===== config.mk =====
export PLATFORM = sky130hd
export DESIGN_NAME = sha1_message_digest
export DESIGN_NICKNAME = d
export VERILOG_FILES = /design/src/hw/rtl/sha1md_pkg.sv /design/src/hw/rtl/sha1md_engine.sv /design/src/hw/rtl/sha1_message_digest.sv
export SDC_FILE = /design/constraint.sdc
export NUM_CORES = 2
export LEC_CHECK = 0
export ABC_AREA = 1
export BUFFER_PORTS_ARGS = -buffer_cell sky130_fd_sc_hd__buf_4
export CAP_MARGIN = 20
export CELL_PAD_IN_SITES_DETAIL_PLACEMENT = 0
export CELL_PAD_IN_SITES_GLOBAL_PLACEMENT = 1
export CORE_MARGIN = 8
export CORE_UTILIZATION = 38
export DETAILED_ROUTE_END_ITERATION = 16
export GPL_TIMING_DRIVEN = 0
export PLACE_DENSITY = 0.76
export REMOVE_ABC_BUFFERS = 1
export SLEW_MARGIN = 40
export SYNTH_ARGS = -nofsm -noshare
export SYNTH_HDL_FRONTEND = slang
export SYNTH_SLANG_ARGS = --single-unit

===== constraint.sdc =====
create_clock -name clock -period 18.2 [get_ports clock]
set_clock_uncertainty 0.1 [all_clocks]
set_input_delay 0.91 -clock clock [delete_from_list [all_inputs] [get_ports clock]]
set_output_delay 0.91 -clock clock [all_outputs]
set_load 0.02 [all_outputs]

===== src/hw/rtl/sha1md_pkg.sv =====
package sha1md_pkg;

   // Initial chaining values h0..h4
   localparam logic [31:0] H0_INIT = 32'h6745_2301;
   localparam logic [31:0] H1_INIT = 32'hefcd_ab89;
   localparam logic [31:0] H2_INIT = 32'h98ba_dcfe;
   localparam logic [31:0] H3_INIT = 32'h1032_5476;
   localparam logic [31:0] H4_INIT = 32'hc3d2_e1f0;

   // Round constants, one per group of 20 rounds
   localparam logic [31:0] K_ROUND_0 = 32'h5A82_7999;
   localparam logic [31:0] K_ROUND_1 = 32'h6ED9_EBA1;
   localparam logic [31:0] K_ROUND_2 = 32'h8F1B_BCDC;
   localparam logic [31:0] K_ROUND_3 = 32'hCA62_C1D6;

   localparam int unsigned ROUND_W   = 7;
   localparam logic [ROUND_W-1:0] ROUND_LAST = 7'd79;
   localparam logic [ROUND_W-1:0] ROUND_ADD  = 7'd80;

   // Working state of the block: five 32-bit chaining words
   typedef logic [4:0][31:0] chain_type;

   // Commands from the sequencer to the compression engine
   typedef struct packed {
      logic       shift_en;
      logic [7:0] shift_byte;
      logic       start;
      logic       init;
   } ctrl_type;

   // Boolean function of round group
   function automatic logic [31:0] round_f(input logic [ROUND_W-1:0] round,
                                           input logic [31:0] b,
                                           input logic [31:0] c,
                                           input logic [31:0] d);
      logic [31:0] res;
      if (round < 7'd20) begin
         res = d ^ (b & (c ^ d));
      end else if (round < 7'd40) begin
         res = b ^ c ^ d;
      end else if (round < 7'd60) begin
         res = (b & c) | (d & (b | c));
      end else begin
         res = b ^ c ^ d;
      end
      return res;
   endfunction

   function automatic logic [31:0] round_k(input logic [ROUND_W-1:0] round);
      logic [31:0] res;
      if (round < 7'd20) begin
         res = K_ROUND_0;
      end else if (round < 7'd40) begin
         res = K_ROUND_1;
      end else if (round < 7'd60) begin
         res = K_ROUND_2;
      end else begin
         res = K_ROUND_3;
      end
      return res;
   endfunction

endpackage


===== src/hw/rtl/sha1md_engine.sv =====
module sha1md_engine (
   input  logic                 clock,
   input  logic                 reset,
   input  sha1md_pkg::ctrl_type ctrl,
   output logic                 busy,
   output sha1md_pkg::chain_type chain
);
   import sha1md_pkg::*;

   // 16-word window: bytes shift in during fill, words shift through during rounds
   logic [511:0]        window_ff;
   logic [31:0]         a_ff, b_ff, c_ff, d_ff, e_ff;
   logic [ROUND_W-1:0]  round_ff;
   logic                run_ff;
   chain_type           chain_ff;

   logic [31:0] w_cur;
   logic [31:0] w_mix;
   logic [31:0] w_new;
   logic [31:0] temp_in;

   // Schedule: W[t+16] = rotl1(W[t+13] ^ W[t+8] ^ W[t+2] ^ W[t])
   assign w_cur = window_ff[511:480];
   assign w_mix = window_ff[95:64] ^ window_ff[255:224] ^ window_ff[447:416] ^ w_cur;
   assign w_new = {w_mix[30:0], w_mix[31]};

   // One round of the shared adder
   assign temp_in = {a_ff[26:0], a_ff[31:27]} + round_f(round_ff, b_ff, c_ff, d_ff)
                    + e_ff + round_k(round_ff) + w_cur;

   // Control and chaining state
   always_ff @(posedge clock) begin
      if (reset) begin
         run_ff   <= 1'b0;
         round_ff <= '0;
         chain_ff <= {H4_INIT, H3_INIT, H2_INIT, H1_INIT, H0_INIT};
      end else begin
         if (ctrl.init) begin
            chain_ff <= {H4_INIT, H3_INIT, H2_INIT, H1_INIT, H0_INIT};
         end
         if (ctrl.start) begin
            run_ff   <= 1'b1;
            round_ff <= '0;
         end else if (run_ff) begin
            if (round_ff == ROUND_ADD) begin
               // feed-forward add closes the block
               run_ff      <= 1'b0;
               chain_ff[0] <= chain_ff[0] + a_ff;
               chain_ff[1] <= chain_ff[1] + b_ff;
               chain_ff[2] <= chain_ff[2] + c_ff;
               chain_ff[3] <= chain_ff[3] + d_ff;
               chain_ff[4] <= chain_ff[4] + e_ff;
            end else begin
               round_ff <= round_ff + 1'b1;
            end
         end
      end
   end

   // Window and working variables
   always_ff @(posedge clock) begin
      if (ctrl.shift_en) begin
         window_ff <= {window_ff[503:0], ctrl.shift_byte};
      end else if (run_ff && (round_ff <= ROUND_LAST)) begin
         window_ff <= {window_ff[479:0], w_new};
      end
      if (ctrl.start) begin
         a_ff <= chain_ff[0];
         b_ff <= chain_ff[1];
         c_ff <= chain_ff[2];
         d_ff <= chain_ff[3];
         e_ff <= chain_ff[4];
      end else if (run_ff && (round_ff <= ROUND_LAST)) begin
         a_ff <= temp_in;
         b_ff <= a_ff;
         c_ff <= {b_ff[1:0], b_ff[31:2]};
         d_ff <= c_ff;
         e_ff <= d_ff;
      end
   end

   assign busy  = run_ff;
   assign chain = chain_ff;

endmodule


===== src/hw/rtl/sha1_message_digest.sv =====
// SHA-1 hasher taking one message byte per transfer. In the idle state each
// transfer is taken (req_stall is low); the 64th byte of a block starts the
// shared round adder, which runs 80 rounds plus one feed-forward add; req_stall
// stays high until the block is back in idle, so no bytes are taken while a
// block is compressed. A transfer with end_of_message then pads the message:
// the 0x80 marker, zero bytes and the 64-bit length, with an extra block when
// 56 or more bytes are buffered, runs the one or two compressions, and delivers
// the digest words h0..h4 one per transfer (held while rsp_stall is high).
// The block then returns to its initial state.
module sha1_message_digest (
   input  logic        clock,
   input  logic        reset,
   input  logic        req_valid,
   output logic        req_stall,
   input  logic [7:0]  req_data_byte,
   input  logic        req_byte_valid,
   input  logic        req_end_of_message,
   output logic        rsp_valid,
   input  logic        rsp_stall,
   output logic [31:0] rsp_digest_word,
   output logic [2:0]  rsp_word_index,
   output logic        rsp_last_word
);
   import sha1md_pkg::*;

   localparam logic [6:0] FILL_LEN_START = 7'd56;
   localparam logic [6:0] FILL_LAST      = 7'd63;
   localparam logic [6:0] FILL_FULL      = 7'd64;
   localparam logic [7:0] PAD_MARK       = 8'h80;
   localparam logic [2:0] WORD_LAST      = 3'd4;

   typedef enum logic [2:0] {
      ST_IDLE,
      ST_BLOCK_WAIT,
      ST_MARK,
      ST_ZERO,
      ST_PAD_WAIT,
      ST_LEN,
      ST_FINAL_WAIT,
      ST_OUT
   } state_type;

   state_type   state_ff;
   logic [6:0]  fill_ff;
   logic [63:0] bit_len_ff;
   logic [2:0]  word_idx_ff;
   logic        finish_ff;

   ctrl_type    ctrl;
   logic        busy;
   chain_type   chain;
   logic        req_xfer;

   sha1md_engine u_engine (
      .clock (clock),
      .reset (reset),
      .ctrl  (ctrl),
      .busy  (busy),
      .chain (chain)
   );

   assign req_stall = (state_ff != ST_IDLE);
   assign req_xfer  = req_valid && !req_stall;

   assign rsp_valid       = (state_ff == ST_OUT);
   assign rsp_digest_word = chain[word_idx_ff];
   assign rsp_word_index  = word_idx_ff;
   assign rsp_last_word   = (word_idx_ff == WORD_LAST);

   // Engine commands
   always_comb begin
      ctrl = '0;
      unique case (state_ff)
         ST_IDLE: begin
            ctrl.shift_en   = req_xfer && req_byte_valid;
            ctrl.shift_byte = req_data_byte;
            ctrl.start      = req_xfer && req_byte_valid && (fill_ff == FILL_LAST);
         end
         ST_MARK: begin
            ctrl.shift_en   = 1'b1;
            ctrl.shift_byte = PAD_MARK;
         end
         ST_ZERO: begin
            if (fill_ff == FILL_FULL) begin
               ctrl.start = 1'b1;
            end else if (fill_ff != FILL_LEN_START) begin
               ctrl.shift_en = 1'b1;
            end
         end
         ST_LEN: begin
            ctrl.shift_en   = 1'b1;
            ctrl.shift_byte = bit_len_ff[63:56];
            ctrl.start      = (fill_ff == FILL_LAST);
         end
         ST_OUT: begin
            ctrl.init = !rsp_stall && (word_idx_ff == WORD_LAST);
         end
         default: begin
            ctrl = '0;
         end
      endcase
   end

   // Sequencer: fill, pad, length, digest delivery
   always_ff @(posedge clock) begin
      if (reset) begin
         state_ff    <= ST_IDLE;
         fill_ff     <= '0;
         bit_len_ff  <= '0;
         word_idx_ff <= '0;
         finish_ff   <= 1'b0;
      end else begin
         unique case (state_ff)
            ST_IDLE: begin
               if (req_xfer) begin
                  if (req_byte_valid) begin
                     bit_len_ff <= bit_len_ff + 64'd8;
                     if (fill_ff == FILL_LAST) begin
                        fill_ff   <= '0;
                        finish_ff <= req_end_of_message;
                        state_ff  <= ST_BLOCK_WAIT;
                     end else begin
                        fill_ff <= fill_ff + 1'b1;
                        if (req_end_of_message) begin
                           state_ff <= ST_MARK;
                        end
                     end
                  end else if (req_end_of_message) begin
                     state_ff <= ST_MARK;
                  end
               end
            end
            ST_BLOCK_WAIT: begin
               if (!busy) begin
                  finish_ff <= 1'b0;
                  state_ff  <= finish_ff ? ST_MARK : ST_IDLE;
               end
            end
            ST_MARK: begin
               fill_ff  <= fill_ff + 1'b1;
               state_ff <= ST_ZERO;
            end
            ST_ZERO: begin
               if (fill_ff == FILL_LEN_START) begin
                  state_ff <= ST_LEN;
               end else if (fill_ff == FILL_FULL) begin
                  // marker did not leave room for the length: extra block
                  fill_ff  <= '0;
                  state_ff <= ST_PAD_WAIT;
               end else begin
                  fill_ff <= fill_ff + 1'b1;
               end
            end
            ST_PAD_WAIT: begin
               if (!busy) begin
                  state_ff <= ST_ZERO;
               end
            end
            ST_LEN: begin
               // length goes out big-endian; the counter ends up cleared
               bit_len_ff <= {bit_len_ff[55:0], 8'h00};
               if (fill_ff == FILL_LAST) begin
                  fill_ff  <= '0;
                  state_ff <= ST_FINAL_WAIT;
               end else begin
                  fill_ff <= fill_ff + 1'b1;
               end
            end
            ST_FINAL_WAIT: begin
               if (!busy) begin
                  word_idx_ff <= '0;
                  state_ff    <= ST_OUT;
               end
            end
            ST_OUT: begin
               if (!rsp_stall) begin
                  if (word_idx_ff == WORD_LAST) begin
                     word_idx_ff <= '0;
                     state_ff    <= ST_IDLE;
                  end else begin
                     word_idx_ff <= word_idx_ff + 1'b1;
                  end
               end
            end
            default: begin
               state_ff <= ST_IDLE;
            end
         endcase
      end
   end

endmodule

; Word-level counts from Yosys, hierarchy flattened
; Index checks and enable logic that the tools add are counted.
[classes]
n_addsub = 13
mul = 0
div_mod_pow = 0
n_lt_le_gt_ge = 5
n_eq_ne = 24
shifts = 0
muxes = 66
n_bitwise = 13
n_reduce_logical = 23
[op_table]
columns = operator, count
row1 = $mux W512, 2
row2 = $mux W160, 4
row3 = $mux W32, 16
row4 = $add A32 B32 Y32, 9
row5 = $xor A32 B32 Y32, 7
row6 = $mux W64, 2
row7 = $pmux W64 S2, 1
row8 = $and A32 B32 Y32, 3
row9 = $bmux W32 S3, 1
row10 = $add A64 B4 Y64 const B, 1
row11 = $or A32 B32 Y32, 2
row12 = $mux W3, 15
row13 = $mux W7, 5
row14 = $mux W31, 1
row15 = $pmux W7 S4, 1
row16 = $pmux W3 S8, 1
row17 = $pmux W8 S3, 1
row18 = $ne A2 B2 Y1 const B, 9
row19 = $eq A3 B3 Y1 const B, 5
row20 = $add A7 B1 Y7 const B, 2
row21 = $eq A7 B6 Y1 const B, 2
row22 = $eq A7 B7 Y1 const B, 2
row23 = $lt A7 B6 Y1 const B, 2
row24 = $mux W1, 11
row25 = 26 further kinds, 39
[word_totals]
ff_bits = 918
latchBits = 0
ram_bits = 0
romBits = 0
in_bits = 14
output_inout_bits = 38
word_cells = 162
mem_count = 0

; Depth between registers and ports, before layout
[depth]
ltp_word = 12
depth_mapped = 27
mapped_depth_nobuf = 26

; By module
; From an unflattened synthesis, not the netlist that was laid out.
[unflattened]
cells_unflattened = 7599
hier_area_um2 = 57833.0
[by_module_without_submodules]
columns = mod, n_inst, cells_per_inst, area_per_inst_um2, seq_area_each_um2
row1 = sha1md_engine, 1, 6352, 50860.0, 23542.6
row2 = sha1_message_digest, 1, 1247, 6972.9, 1501.4

; Worst setup path after synthesis
; No wires, ideal clock.
[synth_path]
path_kind = input to register
start = in req_byte_valid
end = reg u_engine.window_ff[0], enable pin
setup_ns = 3.696
arrival_ns = 10.051
required_ns = 14.404
setup_slack_ns = 4.353
cell_stages = 8
cell_sequence = nand3_2 nand2_2 inv_2 nand3_1 inv_2 buf_2 buf_2 nand2_1
[synth_between]
elab_chain_len = 3
[synth_rtl]
columns = item, line_no
row1 = "start, declared", sha1_message_digest.sv:16  ; input logic req_byte_valid,
row2 = $logic_and A1 B1 Y1, sha1_message_digest.sv:75  ; ctrl.shift_en = req_xfer && req_byte_valid;
row3 = $pmux W1 S3, sha1_message_digest.sv:73  ; unique case (state_ff)
row4 = $reduce_bool A2 Y1 (no line), --
row5 = "end signal, assigned", sha1md_engine.sv:63  ; window_ff <= {window_ff[503:0], ctrl.shift_byte};
row6 = "end signal, assigned", sha1md_engine.sv:65  ; window_ff <= {window_ff[479:0], w_new};
row7 = "end, declared", sha1md_engine.sv:11  ; logic [511:0] window_ff;
; No other way between the ends.
; A chain may end at the register's enable or synchronous reset.

; Worst setup path after layout
[layout_path]
start = reg state_ff[2]
end = reg u_engine.window_ff[26], enable pin
[layout_between]
elab_chain_len = 6
[layout_rtl]
columns = item, line_no
row1 = "start, declared", sha1_message_digest.sv:43  ; state_type state_ff;
row2 = "start signal, assigned", sha1_message_digest.sv:136  ; state_ff <= finish_ff ? ST_MARK : ST_IDLE;
row3 = $reduce_bool A3 Y1, sha1_message_digest.sv:62  ; assign req_stall = (state_ff != ST_IDLE);
row4 = $logic_not A1 Y1, sha1_message_digest.sv:63  ; assign req_xfer = req_valid && !req_stall;
row5 = $logic_and A1 B1 Y1, sha1_message_digest.sv:63
row6 = $logic_and A1 B1 Y1, sha1_message_digest.sv:75
row7 = $pmux W1 S3 (*), sha1_message_digest.sv:73
row8 = $reduce_bool A2 Y1 (no line) (*), --
; Mark *: on every way between the ends. The rest lies on a longest branch, timed or not.

==> metrics <==
status=complete, no violations; commonest cells after routing, fill and taps aside=2845 x nand2_1, 776 x inv_1, 672 x edfxtp_1; Post-synth top flop=edfxtp_1; count of cell types in the netlist=between 40 and 50; root cell of the clock tree=clkbuf_16; DRC=0; Starting Density=0.3819; Antenna Nets Post-Route=0; Worst VDD drop=approximately 0.14 mV; Core Area=~150000 sq um; CTS Buffer Depth=3; worst-case reg-to-reg path depth=22; drt wl/cell=between 20 and 25 microns; FMAX=133.3 MHz; worst hold endpoint=u_engine.chain[93]; Worst R2R End=u_engine.window_ff[26]; Yosys reg bits=about 920; Tightest Hold Check Type=in2reg; gr usage total=0.2401; die height=406.3 microns; Fin Hold WS=0.2477 ns; mapped cell area=57870 sq um; Post-Route WL=203.7 mm; largest net degree at the start of global routing=around 110; CTS tree=done; Synth Area per Inst=about 7.6 sq um; final setup violating endpoints=0; CP arrival=between 7 and 8 ns; commonest non-fill, non-tap cell in the layout=nand2_1; Post-synth EDFFs=between 600 and 700; # clock sinks=915; maximum fanout along the worst path=102; CP bufs+invs=16; Most Frequent Cell on Critical Path=buf_12; post-synthesis cell count=between 7000 and 8000; Worst path max stage delay=~0.67 ns; DR pass1 iterations=5; Setup Buffers After CTS=0; Die X=406.3 microns; slowest CP cell=nor2_2; ys async rst share=0; min Tclk post-route=about 7.5 ns; crit-path cells=inv_2, nand2_1, nor2_2, nand3_2, nand2_4, inv_2, nand3_4, buf_12, buf_12, buf_12, inv_8, buf_16, buf_16, buf_16, nand2_4, buf_16, buf_12, buf_12, buf_12, buf_12, buf_12, buf_12; Clock transition at path regs=about 0.060 ns; I/O Buffers=51; Area Overhead vs Synth=11.57%; post_cts resized=0; Crit Path Category=reg2reg; worst hold start=reset; RSZ-0062 raised after global routing=no; RD Place Congestion=approximately 1.0; diodes inserted=0; cell depth of the worst hold path=2; Leak=between 20 and 30 nW; Worst EP required=between 15 and 20 ns; crit end category=register; YS warnings=0; antenna violations before repair=1; fin crit share=0.4121; sequential share of the synthesized area=0.4328; Top delay family on crit path=buffers and inverters; Nets=7877; Placement Rows=about 140; R2R Path Start=state_ff[2]; Fillers=around 16000; Reg2Reg Setup Slack=roughly 11 ns; Total Neg Setup Slack=0 ns; htree depth=3; HPWL after DPL=around 150 mm; MaxCap Viol Count=0; cts bufs inserted=around 110; Pins Over Slew Limit=0; via count=50890; Relative slew margins=0.4108; final hold vios=0; DR iter-0 viols=approximately 4800; global route total overflow=0; vias in the first global route=48720; Levels on crit path=22; Non-Filler Instances=9665; Worst setup SP type=register; CTS hold repair buffers=0; placed insts=approximately 9500; Worst-Skew Late Latency=~0.76 ns; share of cells above drive strength 1=0.04322; num ports=52; vias per cell=around 5.3; worst slew pin tran=0.8828 ns; first-pass GRT wire length=303.0 mm; Pwr per Cell Area=approximately 150 nW/um^2; full die area=between 150000 and 200000 sq um; final core utilization=0.4261
[stage by stage]
stage	worst slack (ns)	area, sq um	power (W)
finish	10.70	64570	0.009649
global route	10.27	64570	0.01033
CTS	10.73	64560	0.009758
detailed placement	10.73	60990	0.007518
global placement	-47.58	59480	0.007646
floorplan	-18.01	56550	0.007138
[worst max-delay path by stage]
stage | start | end | slack (ns)
finish | state_ff[2] | u_engine.window_ff[26] | 10.70
global route | state_ff[2] | u_engine.window_ff[105] | 10.27
CTS | state_ff[2] | u_engine.window_ff[289] | 10.73
detailed placement | state_ff[2] | u_engine.window_ff[281] | 10.73
global placement | state_ff[0] | u_engine.window_ff[351] | -47.58
floorplan | state_ff[0] | u_engine.window_ff[0] | -18.01
[synthesized netlist by cell type, drive strengths merged, types with 118 or more instances]
library cell	count	area, sq um
ha	199	2490
nand2	2854	10740
xnor2	132	1156
a21oi	380	1913
buf	179	998.5
edfxtp	672	20180
inv	789	2962
fa	124	2482
o21ai	551	2758
nand3	431	2167
nor2	497	1893
nor3	118	590.6
dfxtp	243	4865
[flip-flops by register name, summed over array words and instances (netlist names)]
signal,cells
u_engine.d_ff,32
u_engine.a_ff,32
u_engine.round_ff,7
fill_ff,7
u_engine.chain,160
state_ff,3
rsp_word_index,3
u_engine.c_ff,32
u_engine.window_ff,512
u_engine.e_ff,32
bit_len_ff,61
u_engine.busy,1
finish_ff,1
u_engine.b_ff,32
[where the power goes]
| group | switching (W) | total [W] | leakage (nW) | internal (W) |
|---|---|---|---|---|
| Combinational | 0.00235 | 0.00352 | 17.9 | 0.00117 |
| Clock | 0.000948 | 0.00221 | 1.73 | 0.00126 |
| Sequential | 0.000438 | 0.00393 | 8.33 | 0.00349 |
[metal layers]
metal | global-route usage | vias to the layer above | part of all wire
met5 | 0 | - | 0
met4 | 0.09884 | 0 | 0.045
met2 | 0.3938 | 1480 | 0.46
met1 | 0.3195 | 24360 | 0.44
li1 | - | 24710 | -
met3 | 0.03297 | 344 | 0.058
[final cells by class]
class	instances	area (sq um)	area share
tap	2030	2540	0.03934
clock inverter	41	489.2	0.007577
clock buffer	163	3079	0.04769
multi-input combinational	5608	28670	0.4441
sequential	915	25050	0.3880
inverter	791	3009	0.04660
timing repair buffer	117	1727	0.02674
[cells by family after synthesis]
logic type,count (synthesis),share of synthesized area
simple gates,4022,0.2795
xor+xnor,185,0.02800
buf+inv,1055,0.07407
compound gates,1078,0.09978
flops,915,0.4328
fa+ha+maj,323,0.08592
[worst register-to-register path: stages, from the launching register on]
cell and delay, ns:
dfxtp_1 0.37, inv_2 0.12, nand2_1 0.09, nor2_2 0.67, nand3_2 0.21, nand2_4 0.52
inv_2 0.50, nand3_4 0.46, buf_12 0.28, buf_12 0.27, buf_12 0.26, inv_8 0.19
buf_16 0.28, buf_16 0.34, buf_16 0.30, nand2_4 0.43, buf_16 0.25, buf_12 0.20
buf_12 0.25, buf_12 0.29, buf_12 0.29, buf_12 0.25, buf_12 0.26
(Power assumes the default switching activity.)
